`src/hdl/skx_pkg.sv`:
```
// ----------------------------------------------------------------------------
// skx_pkg
// Types, constants and mixing functions for the twelve-word subkey expander.
// ----------------------------------------------------------------------------
`default_nettype none
package skx_pkg;

  typedef logic [31:0] word_t;
  typedef logic [5:0][31:0] six_t;  // [0]=a ... [5]=f
  typedef logic [3:0] idx_t;

  localparam int SUBKEYS = 12;
  localparam idx_t LAST_IDX = idx_t'(SUBKEYS - 1);
  localparam int IN_TDATA_W = 32;
  localparam int OUT_TDATA_W = 40;

  localparam int NPAIRS = 16;
  localparam logic [4:0] SWAP_P [NPAIRS] = '{
    5'd0, 5'd1, 5'd2, 5'd3, 5'd4, 5'd5, 5'd6, 5'd7,
    5'd8, 5'd10, 5'd11, 5'd12, 5'd13, 5'd15, 5'd17, 5'd22
  };
  localparam logic [4:0] SWAP_Q [NPAIRS] = '{
    5'd9, 5'd18, 5'd27, 5'd20, 5'd19, 5'd28, 5'd21, 5'd14,
    5'd23, 5'd24, 5'd25, 5'd30, 5'd31, 5'd16, 5'd29, 5'd26
  };

  localparam word_t M_HI3 = 32'hF000_0000;
  localparam word_t M_HI2 = 32'h00F0_0000;
  localparam word_t M_HI1 = 32'h0000_F000;
  localparam word_t M_HI0 = 32'h0000_00F0;
  localparam word_t M_LO3 = 32'h0F00_0000;
  localparam word_t M_LO2 = 32'h000F_0000;
  localparam word_t M_LO1 = 32'h0000_0F00;
  localparam word_t M_LO0 = 32'h0000_000F;

  function automatic word_t rol(input word_t x, input int n);
    rol = (x << n) | (x >> (32 - n));
  endfunction

  // pairs are disjoint, so every swap is independent
  function automatic word_t permute(input word_t w);
    word_t p;
    p = w;
    for (int i = 0; i < NPAIRS; i++) begin
      p[SWAP_P[i]] = w[SWAP_Q[i]];
      p[SWAP_Q[i]] = w[SWAP_P[i]];
    end
    permute = p;
  endfunction

  function automatic six_t split(input word_t key);
    word_t p, up, down, left, right;
    six_t s;
    p = permute(key);
    up = {16'h0, p[31:16]};
    down = {16'h0, p[15:0]};
    left = (p & M_HI3) | ((p & M_HI2) << 4) | ((p & M_HI1) << 8) | ((p & M_HI0) << 12);
    // lowest nibble of the right gather lands on bits 14..17
    right = ((p & M_LO3) << 4) | ((p & M_LO2) << 8) | ((p & M_LO1) << 12)
          | ((p & M_LO0) << 14);
    s[0] = up ^ down;
    s[1] = left ^ right;
    s[2] = up ^ left;
    s[3] = down ^ right;
    s[4] = up ^ right;
    s[5] = down ^ left;
    split = s;
  endfunction

  function automatic six_t mix_round(input six_t s);
    word_t a0, b0, c0, d0, e0, f0, a, b, c, d, e, f;
    six_t r;
    a0 = s[0]; b0 = s[1]; c0 = s[2]; d0 = s[3]; e0 = s[4]; f0 = s[5];
    a0 = a0 ^ (~b0 & c0);
    d0 = d0 ^ (~e0 & f0);
    b0 = b0 ^ (~c0 & d0);
    e0 = e0 ^ (~f0 & a0);
    c0 = c0 ^ (~d0 & e0);
    f0 = f0 ^ (~a0 & b0);
    a = rol(a0, 5);
    b = rol(b0, 11);
    c = rol(c0, 17);
    d = rol(d0, 25);
    e = rol(e0, 19);
    f = rol(f0, 13);
    a = a + (b << 1);
    b = b + a;
    c = c + (d << 1);
    d = d + c;
    e = e + (f << 1);
    f = f + e;
    r[0] = a; r[1] = b; r[2] = c; r[3] = d; r[4] = e; r[5] = f;
    mix_round = r;
  endfunction

  function automatic word_t subkey(input six_t s, input idx_t i);
    case (i)
      4'd0:    subkey = s[0];
      4'd1:    subkey = s[1];
      4'd2:    subkey = s[2];
      4'd3:    subkey = s[3];
      4'd4:    subkey = s[4];
      4'd5:    subkey = s[5];
      4'd6:    subkey = s[0] ^ s[2];
      4'd7:    subkey = s[1] ^ s[3];
      4'd8:    subkey = s[2] ^ s[4];
      4'd9:    subkey = s[3] ^ s[5];
      4'd10:   subkey = s[4] ^ s[0];
      4'd11:   subkey = s[5] ^ s[1];
      default: subkey = '0;
    endcase
  endfunction

endpackage
`default_nettype wire

```
`src/hdl/skx_split.sv`:
```
// ----------------------------------------------------------------------------
// skx_split
// Input stage: bit permutation, half and nibble split, XOR into six words.
// ----------------------------------------------------------------------------
`default_nettype none
module skx_split (
  input  wire logic          clk,
  input  wire logic          rst_n,
  input  wire logic          in_valid,
  output logic               in_ready,
  input  wire skx_pkg::word_t in_key,
  input  wire logic          in_fin,
  output logic               out_valid,
  input  wire logic          out_ready,
  output skx_pkg::six_t      out_data,
  output logic               out_fin
);

  logic valid_r;
  skx_pkg::six_t data_r;
  logic fin_r;

  assign in_ready = !valid_r || out_ready;

  always_ff @(posedge clk) begin
    if (!rst_n) begin
      valid_r <= 1'b0;
    end else if (in_ready) begin
      valid_r <= in_valid;
    end
    if (in_ready) begin
      data_r <= skx_pkg::split(in_key);
      fin_r <= in_fin;
    end
  end

  assign out_valid = valid_r;
  assign out_data = data_r;
  assign out_fin = fin_r;

endmodule
`default_nettype wire

```
`src/hdl/skx_round.sv`:
```
// ----------------------------------------------------------------------------
// skx_round
// One registered mixing round: chi layer, rotations, pseudo-Hadamard adds.
// ----------------------------------------------------------------------------
`default_nettype none
module skx_round (
  input  wire logic          clk,
  input  wire logic          rst_n,
  input  wire logic          in_valid,
  output logic               in_ready,
  input  wire skx_pkg::six_t in_data,
  input  wire logic          in_fin,
  output logic               out_valid,
  input  wire logic          out_ready,
  output skx_pkg::six_t      out_data,
  output logic               out_fin
);

  logic valid_r;
  skx_pkg::six_t data_r;
  logic fin_r;

  assign in_ready = !valid_r || out_ready;

  always_ff @(posedge clk) begin
    if (!rst_n) begin
      valid_r <= 1'b0;
    end else if (in_ready) begin
      valid_r <= in_valid;
    end
    if (in_ready) begin
      data_r <= skx_pkg::mix_round(in_data);
      fin_r <= in_fin;
    end
  end

  assign out_valid = valid_r;
  assign out_data = data_r;
  assign out_fin = fin_r;

endmodule
`default_nettype wire

```
`src/hdl/skx_serial.sv`:
```
// ----------------------------------------------------------------------------
// skx_serial
// Output serializer: holds six mixed words, emits twelve subkeys in order.
// ----------------------------------------------------------------------------
`default_nettype none
module skx_serial (
  input  wire logic          clk,
  input  wire logic          rst_n,
  input  wire logic          load_valid,
  output logic               load_ready,
  input  wire skx_pkg::six_t load_data,
  input  wire logic          load_fin,
  output logic               out_valid,
  input  wire logic          out_ready,
  output skx_pkg::word_t     out_word,
  output skx_pkg::idx_t      out_idx,
  output logic               out_last,
  output logic               out_last_key
);

  logic busy_r;
  skx_pkg::idx_t idx_r;
  skx_pkg::six_t words_r;
  logic fin_r;
  logic at_last;

  assign at_last = (idx_r == skx_pkg::LAST_IDX);
  assign load_ready = !busy_r || (out_ready && at_last);

  always_ff @(posedge clk) begin
    if (!rst_n) begin
      busy_r <= 1'b0;
      idx_r <= '0;
    end else if (load_ready && load_valid) begin
      busy_r <= 1'b1;
      idx_r <= '0;
    end else if (busy_r && out_ready) begin
      if (at_last) begin
        busy_r <= 1'b0;
      end else begin
        idx_r <= idx_r + 4'd1;
      end
    end
    if (load_ready && load_valid) begin
      words_r <= load_data;
      fin_r <= load_fin;
    end
  end

  assign out_valid = busy_r;
  assign out_word = skx_pkg::subkey(words_r, idx_r);
  assign out_idx = idx_r;
  assign out_last = busy_r && at_last;
  assign out_last_key = busy_r && at_last && fin_r;

  a_idx_range: assert property (@(posedge clk) disable iff (!rst_n)
    busy_r |-> idx_r <= skx_pkg::LAST_IDX)
    else $error("subkey index beyond last");
  a_hold_on_stall: assert property (@(posedge clk) disable iff (!rst_n)
    busy_r && !out_ready |=> busy_r && $stable(idx_r))
    else $error("subkey index moved during stall");
  a_step: assert property (@(posedge clk) disable iff (!rst_n)
    busy_r && out_ready && !at_last |=> idx_r == $past(idx_r) + 4'd1)
    else $error("subkey skipped");
  a_key_end: assert property (@(posedge clk) disable iff (!rst_n)
    out_last_key |-> out_last && out_valid)
    else $error("key end off the last subkey");

endmodule
`default_nettype wire

```
`src/hdl/subkey_expand_twelve_words.sv`:
```
// Key word accept to first subkey: split, per-round and serializer registers.
// Throughput: one subkey per cycle while out_tready is high, from the output
//   serializer; the split and round stages buffer further key words meanwhile.
// Reset: synchronous active-low rst_n clears all stage valid bits and the
//   serializer; no clearing pass, ready right after reset.
// ----------------------------------------------------------------------------
// subkey_expand_twelve_words
// Expands one 32-bit key word into twelve 32-bit subkeys.
// ----------------------------------------------------------------------------
`default_nettype none
module subkey_expand_twelve_words #(
  parameter int MIX_ROUNDS = 2
) (
  input  wire logic                              clk,
  input  wire logic                              rst_n,
  input  wire logic                              in_tvalid,
  output logic                                   in_tready,
  input  wire logic [skx_pkg::IN_TDATA_W-1:0]    in_tdata,  // [31:0] key_word
  input  wire logic                              in_tlast,  // final_word
  output logic                                   out_tvalid,
  input  wire logic                              out_tready,
  output logic [skx_pkg::OUT_TDATA_W-1:0]        out_tdata, // [31:0] subkey_word,
                                                            // [35:32] subkey_index
  output logic                                   out_tlast, // last_of_run
  output logic                                   out_tuser  // last_of_key
);

  logic [MIX_ROUNDS:0] st_valid;
  logic [MIX_ROUNDS:0] st_ready;
  logic [MIX_ROUNDS:0] st_fin;
  skx_pkg::six_t st_data [MIX_ROUNDS+1];

  skx_pkg::word_t sub_word;
  skx_pkg::idx_t sub_idx;

  skx_split u_split (
    .clk       (clk),
    .rst_n     (rst_n),
    .in_valid  (in_tvalid),
    .in_ready  (in_tready),
    .in_key    (in_tdata[31:0]),
    .in_fin    (in_tlast),
    .out_valid (st_valid[0]),
    .out_ready (st_ready[0]),
    .out_data  (st_data[0]),
    .out_fin   (st_fin[0])
  );

  for (genvar r = 0; r < MIX_ROUNDS; r++) begin : g_round
    skx_round u_round (
      .clk       (clk),
      .rst_n     (rst_n),
      .in_valid  (st_valid[r]),
      .in_ready  (st_ready[r]),
      .in_data   (st_data[r]),
      .in_fin    (st_fin[r]),
      .out_valid (st_valid[r+1]),
      .out_ready (st_ready[r+1]),
      .out_data  (st_data[r+1]),
      .out_fin   (st_fin[r+1])
    );
  end

  skx_serial u_serial (
    .clk          (clk),
    .rst_n        (rst_n),
    .load_valid   (st_valid[MIX_ROUNDS]),
    .load_ready   (st_ready[MIX_ROUNDS]),
    .load_data    (st_data[MIX_ROUNDS]),
    .load_fin     (st_fin[MIX_ROUNDS]),
    .out_valid    (out_tvalid),
    .out_ready    (out_tready),
    .out_word     (sub_word),
    .out_idx      (sub_idx),
    .out_last     (out_tlast),
    .out_last_key (out_tuser)
  );

  assign out_tdata = {4'b0000, sub_idx, sub_word};

endmodule
`default_nettype wire

```
`config.mk`:
```
export PLATFORM = sky130hd
export DESIGN_NAME = subkey_expand_twelve_words
export DESIGN_NICKNAME = d
export VERILOG_FILES = /design/src/hdl/skx_pkg.sv /design/src/hdl/skx_split.sv /design/src/hdl/skx_round.sv /design/src/hdl/skx_serial.sv /design/src/hdl/subkey_expand_twelve_words.sv
export SDC_FILE = /design/constraint.sdc
export NUM_CORES = 2
export LEC_CHECK = 0
export BUFFER_PORTS_ARGS = -buffer_cell sky130_fd_sc_hd__buf_2
export CORE_MARGIN = 5
export CORE_UTILIZATION = 44
export CTS_CLUSTER_DIAMETER = 50
export DETAILED_ROUTE_END_ITERATION = 10
export GPL_TIMING_DRIVEN = 0
export PLACE_DENSITY = 0.63
export SYNTH_ARGS = -nofsm -noshare
export SYNTH_HDL_FRONTEND = slang
export SYNTH_HIERARCHICAL = 1
export SYNTH_SLANG_ARGS = --single-unit
```
`constraint.sdc`:
```
create_clock -name clk -period 17.05 [get_ports clk]
set_clock_uncertainty 0.1 [all_clocks]
set_input_delay 0.8525 -clock clk [delete_from_list [all_inputs] [get_ports clk]]
set_output_delay 0.8525 -clock clk [all_outputs]
set_load 0.03 [all_outputs]
```
==> metrics.md <==
| Metric | Value |
|---|---|
| CTS sink cnt | 654 |
| IO Port Bufs | 76 |
| Die ar. | around 120,000 um^2 |
| Startpoint type of the worst setup path | flip-flop |
| Status | finished clean |
| Reg2reg setup slack | between 8000 and 9000 ps |
| Crit path arrival time | 8880 ps |
| R2R Path End | g_round[1].u_round/out_data[127] |
| 1st-iter DRT viols | just over 4,000 |
| Drt wl/cell | approximately 26 um |
| Syn Std Cell Area | around 50,000 um^2 |
| Post_cts resized | 0 |
| Residual DRC | 0 |
| Wire length of the first global-routing pass | about 250 mm |
| Most common cell after layout, fill and taps aside | xnor2_1 |
| Max cap viols | 0 |
| Via count | around 39,000 |
| CTS Hold Bufs | 0 |
| Register area share after synthesis | 39.2% |
| Worst Max-Slew Pin Slew | about 1400 ps |
| Cell count after synthesis | roughly 4,900 |
| Clk buf depth | 3 |
| CP endpoint kind | flip-flop |
| Max layer used | met5 |
| Critical Path End | g_round[1].u_round/out_data[127] |
| Slew HR | around 9% |
| Antenna viol nets, final | 0 |
| Yosys cell types | 116 |
| Post-synthesis xor/xnor area fraction | ~15% |
| Initial Utilization | ~44% |
| Fin crit share | 50.2% |
| Max FO, Critical Path | 6 |
| Synth warn | 6 |
| Vias per inst | 5.85 |
| Total track usage | 27.9% |
| Initial antenna violation count | 3 |
| Die height | about 350 um |
| Dpl cells | roughly 6,500 |
| R2r startpoint | g_round[0].u_round/out_data[80] |
| Slew Viols, Final | 0 |
| N_diodes | 0 |
| CTS buffer count | roughly 80 |
| Num ports | 81 |
| Non-Filler Instances | roughly 6,600 |
| DP HPWL | 146 mm |
| Chip width | between 300 and 400 um |
| Complex-gate fraction of the synthesized area | ~18% |
| Reg2Reg Depth | 26 |
| Largest family of logic cells by synthesized area | compound AO/OA/AOI/OAI gates |
| Final setup vio count | 0 |
| Layout overhead on the synthesized area | 10.5% |
| Kind of critical path | flip-flop to flip-flop |
| Vias in the first global route | between 30,000 and 40,000 |
| Synthesized area per cell | a little over 10 um^2 |
| Hold WC Path Type | input port to flip-flop |
| Post-Synth Simple-Gate Area | between 10% and 20% |
| Pre-CTS setup slack | between 8000 and 9000 ps |
| Met3 routed WL | about 10 mm |
| Clk slew on worst S/H paths | about 60 ps |
| Nets@finish | 5,475 |
| Drt pass-1 iters | 6 |
| Clk Latency, worst-skew pair | 670 ps |
| Prevailing post-synth register cell | edfxtp_1 |
| Total grt overflow | 0 |
| Worst setup margin | approximately 8500 ps |
| Row count | roughly 120 |
| RSZ-0062 raised after global routing | false |
| Post-Synth Adder-Cell Area | 9.49% |
| Highest-count cells in the layout ignoring fill and taps | xnor2_1, edfxtp_1, nand2b_1 |
| Final Hold Viols | 0 |
| EDFF count, synth | 646 |
| Mux share of post-synthesis cell area | less than 1% |
| Final WL | roughly 170 mm |
| Hold Slack | approximately 260 ps |
| Crit path launch | g_round[0].u_round/out_data[80] |
| CTS tree | yes |
| Root buffer selected by CTS | clkbuf_16 |
| Flops & latches, synth | about 650 |
| Core Region | around 110,000 um^2 |
| Met1 WL | around 72 mm |
| Min Tclk post-route | approximately 8600 ps |
| Worst path required time | ~17,000 ps |
| Async SR Flop Fraction | 0% |
| Layout cell share with drive strength beyond 1 | between 8 and 9% |
| Htree depth | 3 |
| Final GP Congestion | ~1 |
| Fmax | roughly 120 MHz |
| Met2 routed WL | about 80 mm |
| Postcts setup bufs | 0 |
| Largest net degree at the start of global routing | 72 |
-- cells in the mapped netlist (all sizes together), types with 84 or more instances --
cell	number	area share, %
xnor2	652	11
edfxtp	646	39
nand2b	376	4.7
ha	354	8.9
a21oi	324	3.2
nor2	233	1.8
o21ai	197	2.0
xor2	194	3.4
nand2	192	1.4
a21o	186	2.8
buf	177	2.5
inv	175	1.3
nor2b	96	1.2
nand3	84	0.86
-- sequential cells by signal, indices dropped and copies added, names as in the netlist --
| signal | cells |
|---|---|
| u_serial/words_r | 192 |
| g_round.u_round/out_data | 384 |
| g_round.u_round/out_fin | 2 |
| u_split/out_valid | 1 |
| g_round.u_round/out_valid | 2 |
| u_split/out_data | 66 |
| u_split/out_fin | 1 |
| u_serial/out_valid | 1 |
| u_serial/out_idx | 4 |
| u_serial/fin_r | 1 |
-- worst min-delay path by stage --
stage          slack (ps)                         end                             start  cells past startpoint
2_1_floorplan         300  g_round[0].u_round/out_fin                   u_split/out_fin                      0
3_3_place_gp          300       u_serial/words_r[102]  g_round[1].u_round/out_data[102]                      0
3_5_place_dp          300       u_serial/words_r[130]  g_round[1].u_round/out_data[130]                      0
4_1_cts               230             u_split/out_fin                          in_tlast                      1
5_1_grt               240             u_split/out_fin                          in_tlast                      1
6_report              260             u_split/out_fin                          in_tlast                      1
-- critical path: stages, from the launching register on --
cell      delay, ps
edfxtp_1        430
nor2b_1         170
xnor2_1         150
nor3_1          890
nor2_1          360
nor2_1          210
xor2_1          130
ha_1            250
fa_1            460
a21o_1          170
a21oi_1         260
o21bai_1        120
a21oi_1         220
o21bai_1        170
o211ai_1        320
o21ai_0         370
xor2_1          530
ha_1            350
a21oi_1         310
nor2b_1         130
a211oi_1        520
nor3_1          140
a311oi_1        530
o311ai_0        220
a21oi_1         260
xnor2_1         150
xnor2_1         380
-- cell families (layout without fill, tap and decap cells) --
family,count (synthesis),count (layout)
AO/OA/AOI/OAI,1294,1294
XOR/XNOR,846,846
adder cells (fa/ha/maj),376,376
buffers and inverters,402,627
flip-flops,654,654
multiplexers,29,29
other,2,38
AND/OR/NAND/NOR,1268,1268
-- final cells by class --
class                   instances  area [um^2]
plain buffers                 227         1440
clock buffers                  93         2050
clock inverters                44          465
fillers                     10246        57400
inverters                     175          657
multi-input cells            3851        28400
flip-flops and latches        654        19600
well taps                    1500         1880
repair buffers                 88          666
-- through the flow --
stage / util, % / setup TNS (ps) / cell area [um^2]
4_1_cts: 49.0 / 0 / 55100
6_report: 49.0 / 0 / 55100
3_5_place_dp: 46.8 / 0 / 52600
5_1_grt: 49.0 / 0 / 55100
3_3_place_gp: 46.5 / -292 / 52300
2_1_floorplan: - / 0 / 50000
-- per-layer routing --
metal	GRT usage (%)	vias up
met4	15.9	4
li1	-	18248
met3	3.41	407
met1	35.8	18551
met2	45.8	1562
met5	0	-
Power is left out: the tool's default activity adds up to more than one toggle a clock period on the data nets, which glitch-free logic cannot reach.
